==> config.mk <==
export PLATFORM = sky130hd
export DESIGN_NAME = pendulum_on_moving_pivot_step
export DESIGN_NICKNAME = d
export VERILOG_FILES = /design/src/hdl/pomp_pkg.sv /design/src/hdl/pendulum_on_moving_pivot_step.sv
export SDC_FILE = /design/constraint.sdc
export NUM_CORES = 2
export LEC_CHECK = 0
export ABC_AREA = 1
export BUFFER_PORTS_ARGS = -buffer_cell sky130_fd_sc_hd__buf_2
export CAP_MARGIN = 10
export CORE_ASPECT_RATIO = 0.9
export CORE_MARGIN = 10
export CORE_UTILIZATION = 25
export CTS_BUF_LIST = sky130_fd_sc_hd__clkbuf_8 sky130_fd_sc_hd__clkbuf_16
export DETAILED_ROUTE_END_ITERATION = 7
export PLACE_DENSITY = 0.4
export SLEW_MARGIN = 20
export SYNTH_ARGS = -nofsm -noshare
export SYNTH_HDL_FRONTEND = slang
export SYNTH_SLANG_ARGS = --single-unit
==> constraint.sdc <==
create_clock -name i_clk -period 7.5 [get_ports i_clk]
set_clock_uncertainty 0.05 [all_clocks]
set_input_delay 1.125 -clock i_clk [delete_from_list [all_inputs] [get_ports i_clk]]
set_output_delay 1.125 -clock i_clk [all_outputs]
set_load 0.1 [all_outputs]
==> src/hdl/pomp_pkg.sv <==
// ----------------------------------------------------------------------------
// pomp_pkg: shared types and constants for the moving-pivot pendulum
// Item layouts, fixed-point constants of the swing model and the table of
// friction factors.
// ----------------------------------------------------------------------------
package pomp_pkg;

    // Input item: pivot position in pixels
    typedef struct packed {
        logic [9:0] pivot_x;
        logic [9:0] pivot_y;
    } t_in_item;

    // Result item: sprite frame, angle and angular rate
    typedef struct packed {
        logic [7:0]         frame_index;
        logic [31:0]        angle_phase;
        logic signed [31:0] angular_rate;
    } t_out_item;

    // Parameter defaults
    localparam int SCREEN_WIDTH_DEF  = 320;
    localparam int SCREEN_HEIGHT_DEF = 200;
    localparam int FRAME_COUNT_DEF   = 256;

    // Shared multiplier operand and product widths
    localparam int MUL_A_W = 33;
    localparam int MUL_B_W = 26;
    localparam int MUL_P_W = MUL_A_W + MUL_B_W;

    // Gravity in Q.10 pixels per frame squared
    localparam logic signed [22:0] GRAVITY_Q10 = 23'sd102;

    // Turn fraction per radian over the radius, 2^32 / (2 pi 82)
    localparam logic [23:0] TURN_PER_RAD = 24'd8336162;

    // Quarter-wave sine polynomial coefficients, Q16
    localparam logic [16:0] SIN_A = 17'd102944;
    localparam logic [16:0] SIN_B = 17'd42048;
    localparam logic [12:0] SIN_C = 13'd4640;

    localparam logic [31:0] HALF_TURN    = 32'h8000_0000;
    localparam logic [31:0] QUARTER_TURN = 32'h4000_0000;

    // Friction factors (1 - f) in Q1.24; the last one leaves the rate alone
    function automatic logic [24:0] damp_factor(input logic [2:0] sel);
        logic [24:0] f;
        case (sel)
            3'd0:    f = 25'd16777048;
            3'd1:    f = 25'd16776377;
            3'd2:    f = 25'd16775538;
            3'd3:    f = 25'd16760439;
            3'd4:    f = 25'd16743662;
            3'd5:    f = 25'd16693330;
            3'd6:    f = 25'd16609444;
            default: f = 25'd16777216;
        endcase
        return f;
    endfunction

endpackage

==> src/hdl/pendulum_on_moving_pivot_step.sv <==
// ----------------------------------------------------------------------------
// pendulum_on_moving_pivot_step: pendulum swinging from a moving pivot
// Once per frame takes the pivot position, forms the pivot acceleration,
// applies the resulting torque and friction to the angular rate and advances
// the angle. One shared 33x26 signed multiplier does all products.
// ----------------------------------------------------------------------------
//
//  channel  | handshake           | payload            | direction
//  ---------+---------------------+--------------------+----------
//  input    | i_valid / o_stall   | i_item (t_in_item) | in
//  result   | o_valid / i_stall   | o_item (t_out_item)| out
//  config   | i_cfg_we            | i_cfg_data [2:0]   | in
//
//  An item runs from acceptance until its result is loaded through two
//  sine evaluations of five multiplies each, then torque scaling, friction
//  and frame index, every multiply on the one shared multiplier. A new
//  item is accepted only once the sequencer has returned to idle. The
//  next item is accepted while a result waits; the sequencer stalls at
//  its last step only if that result has still not been taken. Reset is
//  synchronous, active low.
//
module pendulum_on_moving_pivot_step #(
    parameter int SCREEN_WIDTH  = pomp_pkg::SCREEN_WIDTH_DEF,
    parameter int SCREEN_HEIGHT = pomp_pkg::SCREEN_HEIGHT_DEF,
    parameter int FRAME_COUNT   = pomp_pkg::FRAME_COUNT_DEF
) (
    input  logic                i_clk,
    input  logic                i_rst_n,
    input  logic                i_valid,
    output logic                o_stall,
    input  pomp_pkg::t_in_item  i_item,
    output logic                o_valid,
    input  logic                i_stall,
    output pomp_pkg::t_out_item o_item,
    input  logic                i_cfg_we,
    input  logic [2:0]          i_cfg_data
);

    // Sequencer codes
    localparam logic [3:0] ST_IDLE = 4'd0;
    localparam logic [3:0] ST_PH   = 4'd1;
    localparam logic [3:0] ST_SQ   = 4'd2;
    localparam logic [3:0] ST_C    = 4'd3;
    localparam logic [3:0] ST_B    = 4'd4;
    localparam logic [3:0] ST_A    = 4'd5;
    localparam logic [3:0] ST_F    = 4'd6;
    localparam logic [3:0] ST_KH   = 4'd7;
    localparam logic [3:0] ST_KL   = 4'd8;
    localparam logic [3:0] ST_SAT  = 4'd9;
    localparam logic [3:0] ST_DAMP = 4'd10;
    localparam logic [3:0] ST_ANG  = 4'd11;
    localparam logic [3:0] ST_FRM  = 4'd12;

    localparam logic [13:0] FRAME_N = 14'(FRAME_COUNT);

    // Control and model state
    logic [3:0]         r_state, n_state;
    logic               r_ph, n_ph;
    logic               r_sel, n_sel;
    logic [2:0]         r_fric, n_fric;
    logic [9:0]         r_last_x, n_last_x;
    logic [9:0]         r_last_y, n_last_y;
    logic signed [10:0] r_last_vx, n_last_vx;
    logic signed [10:0] r_last_vy, n_last_vy;
    logic signed [31:0] r_rate, n_rate;
    logic [31:0]        r_angle, n_angle;
    logic               r_ovalid, n_ovalid;

    // Datapath registers
    logic signed [21:0]              r_ax, n_ax;
    logic signed [22:0]              r_ay, n_ay;
    logic [15:0]                     r_xx, n_xx;
    logic                            r_neg, n_neg;
    logic [15:0]                     r_x2, n_x2;
    logic [16:0]                     r_t, n_t;
    logic signed [15:0]              r_sin, n_sin;
    logic signed [38:0]              r_torque, n_torque;
    logic signed [63:0]              r_acc, n_acc;
    logic signed [31:0]              r_rsat, n_rsat;
    logic signed [pomp_pkg::MUL_P_W-1:0] r_prod, n_prod;
    pomp_pkg::t_out_item             r_out, n_out;

    // Combinational helpers
    logic signed [pomp_pkg::MUL_A_W-1:0] w_mul_a;
    logic signed [pomp_pkg::MUL_B_W-1:0] w_mul_b;
    logic signed [pomp_pkg::MUL_P_W-1:0] w_prod;
    logic signed [10:0] w_dx, w_dy;
    logic signed [11:0] w_ddx, w_ddy;
    logic [31:0]        w_phase;
    logic [16:0]        w_s17;
    logic [15:0]        w_smag;
    logic signed [38:0] w_accel;
    logic signed [39:0] w_sum;
    logic signed [pomp_pkg::MUL_P_W-1:0] w_rnd;
    logic [45:0]        w_fsum;
    logic [13:0]        w_frame;
    logic               w_accept;
    logic               w_load;

    assign o_stall  = (r_state != ST_IDLE);
    assign w_accept = i_valid && !o_stall;
    assign w_load   = !r_ovalid || !i_stall;
    assign o_valid  = r_ovalid;
    assign o_item   = r_out;

    // Pivot velocity and acceleration of the incoming item
    assign w_dx  = $signed({1'b0, i_item.pivot_x}) - $signed({1'b0, r_last_x});
    assign w_dy  = $signed({1'b0, i_item.pivot_y}) - $signed({1'b0, r_last_y});
    assign w_ddx = $signed({w_dx[10], w_dx}) - $signed({r_last_vx[10], r_last_vx});
    assign w_ddy = $signed({w_dy[10], w_dy}) - $signed({r_last_vy[10], r_last_vy});

    // Phase of the current sine: cosine first, then sine
    assign w_phase = r_sel ? r_angle : r_angle + pomp_pkg::QUARTER_TURN;

    // Select multiplier operands by step
    always_comb begin
        w_mul_a = '0;
        w_mul_b = '0;
        case (r_state)
            ST_SQ: begin
                w_mul_a = $signed({17'd0, r_xx});
                w_mul_b = $signed({10'd0, r_xx});
            end
            ST_C: begin
                w_mul_a = $signed({20'd0, pomp_pkg::SIN_C});
                w_mul_b = $signed({10'd0, r_x2});
            end
            ST_B: begin
                w_mul_a = $signed({16'd0, r_t});
                w_mul_b = $signed({10'd0, r_x2});
            end
            ST_A: begin
                w_mul_a = $signed({16'd0, r_t});
                w_mul_b = $signed({10'd0, r_xx});
            end
            ST_F: begin
                w_mul_a = r_sel ? $signed({{10{r_ay[22]}}, r_ay})
                                : $signed({{11{r_ax[21]}}, r_ax});
                w_mul_b = $signed({{10{r_sin[15]}}, r_sin});
            end
            ST_KH: begin
                w_mul_a = $signed({{14{r_torque[38]}}, r_torque[38:20]});
                w_mul_b = $signed({2'd0, pomp_pkg::TURN_PER_RAD});
            end
            ST_KL: begin
                w_mul_a = $signed({13'd0, r_torque[19:0]});
                w_mul_b = $signed({2'd0, pomp_pkg::TURN_PER_RAD});
            end
            ST_DAMP: begin
                w_mul_a = $signed({r_rsat[31], r_rsat});
                w_mul_b = $signed({1'b0, pomp_pkg::damp_factor(r_fric)});
            end
            ST_FRM: begin
                w_mul_a = $signed({1'b0, r_angle});
                w_mul_b = $signed(26'(FRAME_COUNT));
            end
            default: begin
                w_mul_a = '0;
                w_mul_b = '0;
            end
        endcase
    end

    // Shared multiplier
    assign w_prod = w_mul_a * w_mul_b;

    // Post-processing of the registered product
    assign w_s17   = r_prod[32:16];
    assign w_smag  = (w_s17 > 17'd32767) ? 16'd32767 : w_s17[15:0];
    assign w_accel = r_acc[63:25];
    assign w_sum   = $signed({{8{r_rate[31]}}, r_rate}) + $signed({w_accel[38], w_accel});
    assign w_rnd   = r_prod + $signed(59'd8388608);
    assign w_fsum  = r_prod[45:0] + 46'h0_8000_0000;
    assign w_frame = w_fsum[45:32];

    // Sequencer and datapath next state
    always_comb begin
        n_state   = r_state;
        n_ph      = r_ph;
        n_sel     = r_sel;
        n_fric    = i_cfg_we ? i_cfg_data : r_fric;
        n_last_x  = r_last_x;
        n_last_y  = r_last_y;
        n_last_vx = r_last_vx;
        n_last_vy = r_last_vy;
        n_rate    = r_rate;
        n_angle   = r_angle;
        n_ovalid  = r_ovalid && i_stall;
        n_ax      = r_ax;
        n_ay      = r_ay;
        n_xx      = r_xx;
        n_neg     = r_neg;
        n_x2      = r_x2;
        n_t       = r_t;
        n_sin     = r_sin;
        n_torque  = r_torque;
        n_acc     = r_acc;
        n_rsat    = r_rsat;
        n_prod    = w_prod;
        n_out     = r_out;

        case (r_state)
            ST_IDLE: begin
                if (w_accept) begin
                    n_last_x  = i_item.pivot_x;
                    n_last_y  = i_item.pivot_y;
                    n_last_vx = w_dx;
                    n_last_vy = w_dy;
                    n_ax      = $signed({w_ddx, 10'd0});
                    n_ay      = $signed({w_ddy[11], w_ddy, 10'd0}) - pomp_pkg::GRAVITY_Q10;
                    n_torque  = '0;
                    n_sel     = 1'b0;
                    n_ph      = 1'b0;
                    n_state   = ST_PH;
                end
            end
            ST_PH: begin
                // Fold the phase into the first quadrant
                n_xx    = w_phase[30] ? 16'd32768 - {1'b0, w_phase[29:15]}
                                      : {1'b0, w_phase[29:15]};
                n_neg   = w_phase[31];
                n_state = ST_SQ;
            end
            ST_SQ: begin
                n_ph = !r_ph;
                if (r_ph) begin
                    n_x2    = r_prod[30:15];
                    n_state = ST_C;
                end
            end
            ST_C: begin
                n_ph = !r_ph;
                if (r_ph) begin
                    n_t     = pomp_pkg::SIN_B - r_prod[31:15];
                    n_state = ST_B;
                end
            end
            ST_B: begin
                n_ph = !r_ph;
                if (r_ph) begin
                    n_t     = pomp_pkg::SIN_A - r_prod[31:15];
                    n_state = ST_A;
                end
            end
            ST_A: begin
                n_ph = !r_ph;
                if (r_ph) begin
                    n_sin   = r_neg ? -$signed(w_smag) : $signed(w_smag);
                    n_state = ST_F;
                end
            end
            ST_F: begin
                // Accumulate ax*cos, then ay*sin
                n_ph = !r_ph;
                if (r_ph) begin
                    n_torque = r_torque + r_prod[38:0];
                    if (r_sel) begin
                        n_state = ST_KH;
                    end else begin
                        n_sel   = 1'b1;
                        n_state = ST_PH;
                    end
                end
            end
            ST_KH: begin
                // Upper torque half, with the rounding bias of the shift by 25
                n_ph = !r_ph;
                if (r_ph) begin
                    n_acc   = $signed({r_prod[43:0], 20'd0}) + 64'sd16777216;
                    n_state = ST_KL;
                end
            end
            ST_KL: begin
                n_ph = !r_ph;
                if (r_ph) begin
                    n_acc   = r_acc + $signed({{5{r_prod[58]}}, r_prod});
                    n_state = ST_SAT;
                end
            end
            ST_SAT: begin
                // Add acceleration to rate and saturate to 32 bits
                if (w_sum[39:31] == 9'd0 || w_sum[39:31] == 9'h1FF) begin
                    n_rsat = w_sum[31:0];
                end else if (w_sum[39]) begin
                    n_rsat = 32'sh8000_0000;
                end else begin
                    n_rsat = 32'sh7FFF_FFFF;
                end
                n_state = ST_DAMP;
            end
            ST_DAMP: begin
                n_ph = !r_ph;
                if (r_ph) begin
                    n_rate  = w_rnd[55:24];
                    n_state = ST_ANG;
                end
            end
            ST_ANG: begin
                n_angle = r_angle + r_rate;
                n_state = ST_FRM;
            end
            ST_FRM: begin
                // Round to a frame, then hand over once the output is free
                if (!r_ph) begin
                    n_ph = 1'b1;
                end else begin
                    n_prod = r_prod;
                    if (w_load) begin
                        n_out.frame_index  = (w_frame == FRAME_N) ? 8'd0 : w_frame[7:0];
                        n_out.angle_phase  = r_angle;
                        n_out.angular_rate = r_rate;
                        n_ovalid           = 1'b1;
                        n_ph               = 1'b0;
                        n_state            = ST_IDLE;
                    end
                end
            end
            default: begin
                n_state = ST_IDLE;
                n_ph    = 1'b0;
            end
        endcase
    end

    // Control and model state registers
    always_ff @(posedge i_clk) begin
        if (!i_rst_n) begin
            r_state   <= ST_IDLE;
            r_ph      <= 1'b0;
            r_sel     <= 1'b0;
            r_fric    <= 3'd0;
            r_last_x  <= 10'(SCREEN_WIDTH / 2);
            r_last_y  <= 10'(SCREEN_HEIGHT / 2);
            r_last_vx <= '0;
            r_last_vy <= '0;
            r_rate    <= '0;
            r_angle   <= pomp_pkg::HALF_TURN;
            r_ovalid  <= 1'b0;
        end else begin
            r_state   <= n_state;
            r_ph      <= n_ph;
            r_sel     <= n_sel;
            r_fric    <= n_fric;
            r_last_x  <= n_last_x;
            r_last_y  <= n_last_y;
            r_last_vx <= n_last_vx;
            r_last_vy <= n_last_vy;
            r_rate    <= n_rate;
            r_angle   <= n_angle;
            r_ovalid  <= n_ovalid;
        end
    end

    // Datapath registers
    always_ff @(posedge i_clk) begin
        r_ax     <= n_ax;
        r_ay     <= n_ay;
        r_xx     <= n_xx;
        r_neg    <= n_neg;
        r_x2     <= n_x2;
        r_t      <= n_t;
        r_sin    <= n_sin;
        r_torque <= n_torque;
        r_acc    <= n_acc;
        r_rsat   <= n_rsat;
        r_prod   <= n_prod;
        r_out    <= n_out;
    end

    // Accepted item starts the first sine
    a_accept_start: assert property (@(posedge i_clk) disable iff (!i_rst_n)
        w_accept |=> r_state == ST_PH)
        else $error("accepted item did not start the sequence");

    // Clamped sine never reaches the negative full scale
    a_sin_range: assert property (@(posedge i_clk) disable iff (!i_rst_n)
        r_state == ST_F |-> r_sin != 16'sh8000)
        else $error("sine out of range");

    // Friction never grows the rate magnitude nor flips its sign
    a_damp_bound: assert property (@(posedge i_clk) disable iff (!i_rst_n)
        r_state == ST_ANG |->
            ((r_rsat >= 0 && r_rate >= 0 && r_rate <= r_rsat) ||
             (r_rsat < 0 && r_rate <= 0 && r_rate >= r_rsat)))
        else $error("damped rate exceeds saturated rate");

    // A freshly loaded result carries the current angle and rate
    a_out_state: assert property (@(posedge i_clk) disable iff (!i_rst_n)
        $rose(o_valid) |-> o_item.angle_phase == r_angle && o_item.angular_rate == r_rate)
        else $error("result does not match state");

endmodule

==> impl_metrics.py <==
metrics = {
    "run_status": {
        "status": "finished, violations left",
        "failed_checks": "setup timing",
    },
    "drt": {
        "drc": 0,
        "vias_per_cell": 4.65,
        "wl_um": 293000,
        "vias": 58700,
        "first_iter_violations": 4591,
        "wire_per_inst_um": 23.2,
        "final_antenna_net_count": 0,
        "dr.pass1.iters": 5,
    },
    "sta": {
        "hold_viol": 0,
        "period_needed_ns": 7.94,
        "fin_hold_ws_ns": 0.409,
        "fmax_mhz": 126,
        "rsz0062_at_grt": "yes",
        "fin_crit_sh_pct": 106,
        "maxSlewHeadroom_pct": 31.1,
        "report.final.slew_viol_count": 0,
        "tightestPinTransition_ns": 1.03,
        "setup_viol": 36,
        "finalWorstSetupSlack_ns": -0.439,
    },
    "setup_path": {
        "startpoint_type": "flop",
        "path_max_fanout": 6,
        "cp_top_family": "adder cells",
        "critPathKind": "reg -> reg",
        "arrival_ns": 8.40,
        "path_buf_inv": 18,
        "cp_slowest_cell": "fa_2",
        "cp-end-kind": "flop",
        "critPathMaxStageDelay_ns": 0.60,
        "worstPathRequired_ns": 7.97,
    },
    "clock_tree": {
        "cts_buffers": 55,
        "clockBufferDepth": 3,
        "cts_hold_buf": 0,
        "clock-root-buffer": "clkbuf_16",
        "path_clk_slew_ns": 0.06,
        "clock_sinks": 473,
        "cts_tree": "done",
        "clkLatencyLatePin_ns": 0.73,
        "htreeDepth": 2,
    },
    "die": {
        "dieWidth_um": 554,
        "std_cell_rows": 176,
        "start_util_pct": 25.1,
        "core-area_um2": 256000,
        "die_y_um": 501,
        "io_pins": 102,
        "die_area_um2": 278000,
    },
    "yosys": {
        "synth_area_um2": 64300,
        "syn_inst": 8111,
        "synth-edff-count": 357,
        "synth_nets": 9411,
        "yosysWarnings": 0,
        "postSynthAreaPerCell_um2": 7.92,
        "synth_ff_type": "edfxtp_1",
        "ys_ff_latch": 473,
        "synth_largest_area_cell": "fa_1",
        "async_flop_share_pct": 0,
        "ys_top_cells_by_area": "fa_1, edfxtp_1, inv_1",
        "ys_seq_area_share_pct": 20.3,
        "yosysTopAreaCellShare_pct": 27.5,
        "ys_types": 72,
    },
    "layout": {
        "drive_above_1_share_pct": 22.7,
        "multi_input_area_um2": 46600,
        "fin_nets": 10500,
        "regArea_um2": 13100,
        "mostFrequentLayoutCells": "inv_1, nand2_1, buf_4",
        "area_growth_pct": 30.4,
        "fillers": 27300,
        "final_common_cell": "inv_1",
        "postLayoutCoreUtil_pct": 32.8,
    },
    "grt": {
        "track_usage_pct": 20.4,
        "grt_pass1_wl_um": 417000,
        "antenna_found_initial": 19,
        "grt_overflow": 0,
        "grt_max_degree": 65,
        "grt_pass1_vias": 58700,
    },
    "power_and_ir_drop": {
        "power_density_nw_per_um2": 306,
        "total_power_mw": 25.7,
        "p_leak_nw": 39.9,
        "irDropWorstVdd_uv": 230,
    },
    "place": {
        "place_congestion": 0.962,
        "io_buffers": 101,
        "hpwl_um": 248000,
    },
    "worst_hold_path": {
        "worst_hold_path_type": "reg -> reg",
    },
    "run": {
        "drv_cap": 0,
    },
}
synthesized netlist by cell type, drive strengths merged, types with 3 or more instances:
master and instances:
a2111oi 4, a211oi 15, a21boi 9, a21o 27
a21oi 455, a221oi 16, a22o 6, a31o 3
a31oi 61, and3 6, buf 128, clkbuf 60
clkinv 4, dfxtp 116, edfxtp 357, fa 882
ha 390, inv 1863, nand2 1475, nand3 227
nand3b 7, nand4 62, nor2 1002, nor3 89
nor3b 5, nor4 20, o211ai 24, o21a 27
o21ai 396, o21bai 70, o221ai 11, o22ai 5
o31ai 8, or2 14, xnor2 53, xor2 199
power by group:
group	internal [mW]	switching (mW)
clock network	1.64	1.34
registers	3.65	0.680
logic	7.33	11.0
cell families (layout without fill, tap and decap cells):
group                      after synthesis  after routing  synth area share, %
buffers and inverters                 2055           3186                 12.4
other                                    0              3                    0
adders and majority gates             1272           1272                 35.1
xor gates and xnor gates               252            252                 3.43
AOI/OAI and AO/OA                     1148           1148                 10.2
DFF                                    473            473                 20.3
and+or+nand+nor                       2911           2911                 18.6
metal layers:
layer	GRT usage, %	routed length [um]	vias to the layer above	share of wire, %
met3	3.22	19200	230	6.6
met1	30.8	143000	29500	49
met4	3.64	6540	2	2.2
li1	-	-	27300	-
met2	30.6	124000	1641	42
met5	0	20	-	0.0068
through the flow:
stage | setup TNS [ns] | worst slack, ns | std cells | cell area, um^2
2_1_floorplan | 0 | 0.0145 | 8111 | 64300
3_3_place_gp | -45.69 | -1.45 | 12300 | 76000
3_5_place_dp | -45.05 | -1.51 | 12300 | 76000
4_1_cts | -11.61 | -0.448 | 12600 | 81200
5_1_grt | -19.08 | -0.671 | 12600 | 83800
6_report | -11.49 | -0.439 | 12600 | 83800
state kept, by name, summed over array words and instances (netlist names), 11 cells and up:
signal	cells
r_torque	39
r_prod	59
o_item	72
r_angle	32
r_acc	64
r_xx	16
r_ax	12
r_last_vy	11
r_sin	16
r_rsat	32
r_ay	13
r_last_vx	11
r_t	17
r_rate	32
r_x2	16
repair_timing:
action,in CTS,in global routing
pin swaps,199,214
cloned,7,4
endpoints found under the setup margin,46,47
setup buffers,99,80
gates resized for setup,603,527
final timing paths:
check	start	endpoint	slack (ns)	depth (start not counted)
min reg2reg	r_last_y[7]	r_last_y[7]	0.41	2
max reg2reg	r_state[1]	r_prod[36]	-0.44	40
max	r_state[1]	r_prod[36]	-0.44	40
min	r_last_y[7]	r_last_y[7]	0.41	2
worst min-delay path, delay by kind of cell (launching register included):
kind                   cells  cell delay [ns]
AOI/OAI and AO/OA          1             0.06
buffers and inverters      1             0.06
DFF                        1             0.29
final cells by class:
class / instances / area share, %
Multi-Input combinational cell: 5583 / 55.6
Sequential cell: 473 / 15.6
Timing Repair Buffer: 1214 / 12.9
Inverter: 1867 / 8.55
Tap cell: 3382 / 5.05
Clock buffer: 59 / 1.72
Clock inverter: 44 / 0.548
Timing Repair inverter: 2 / 0.0164
Antenna cell: 3 / 0.00896
Note: power is estimated with default switching activity, not from simulation.
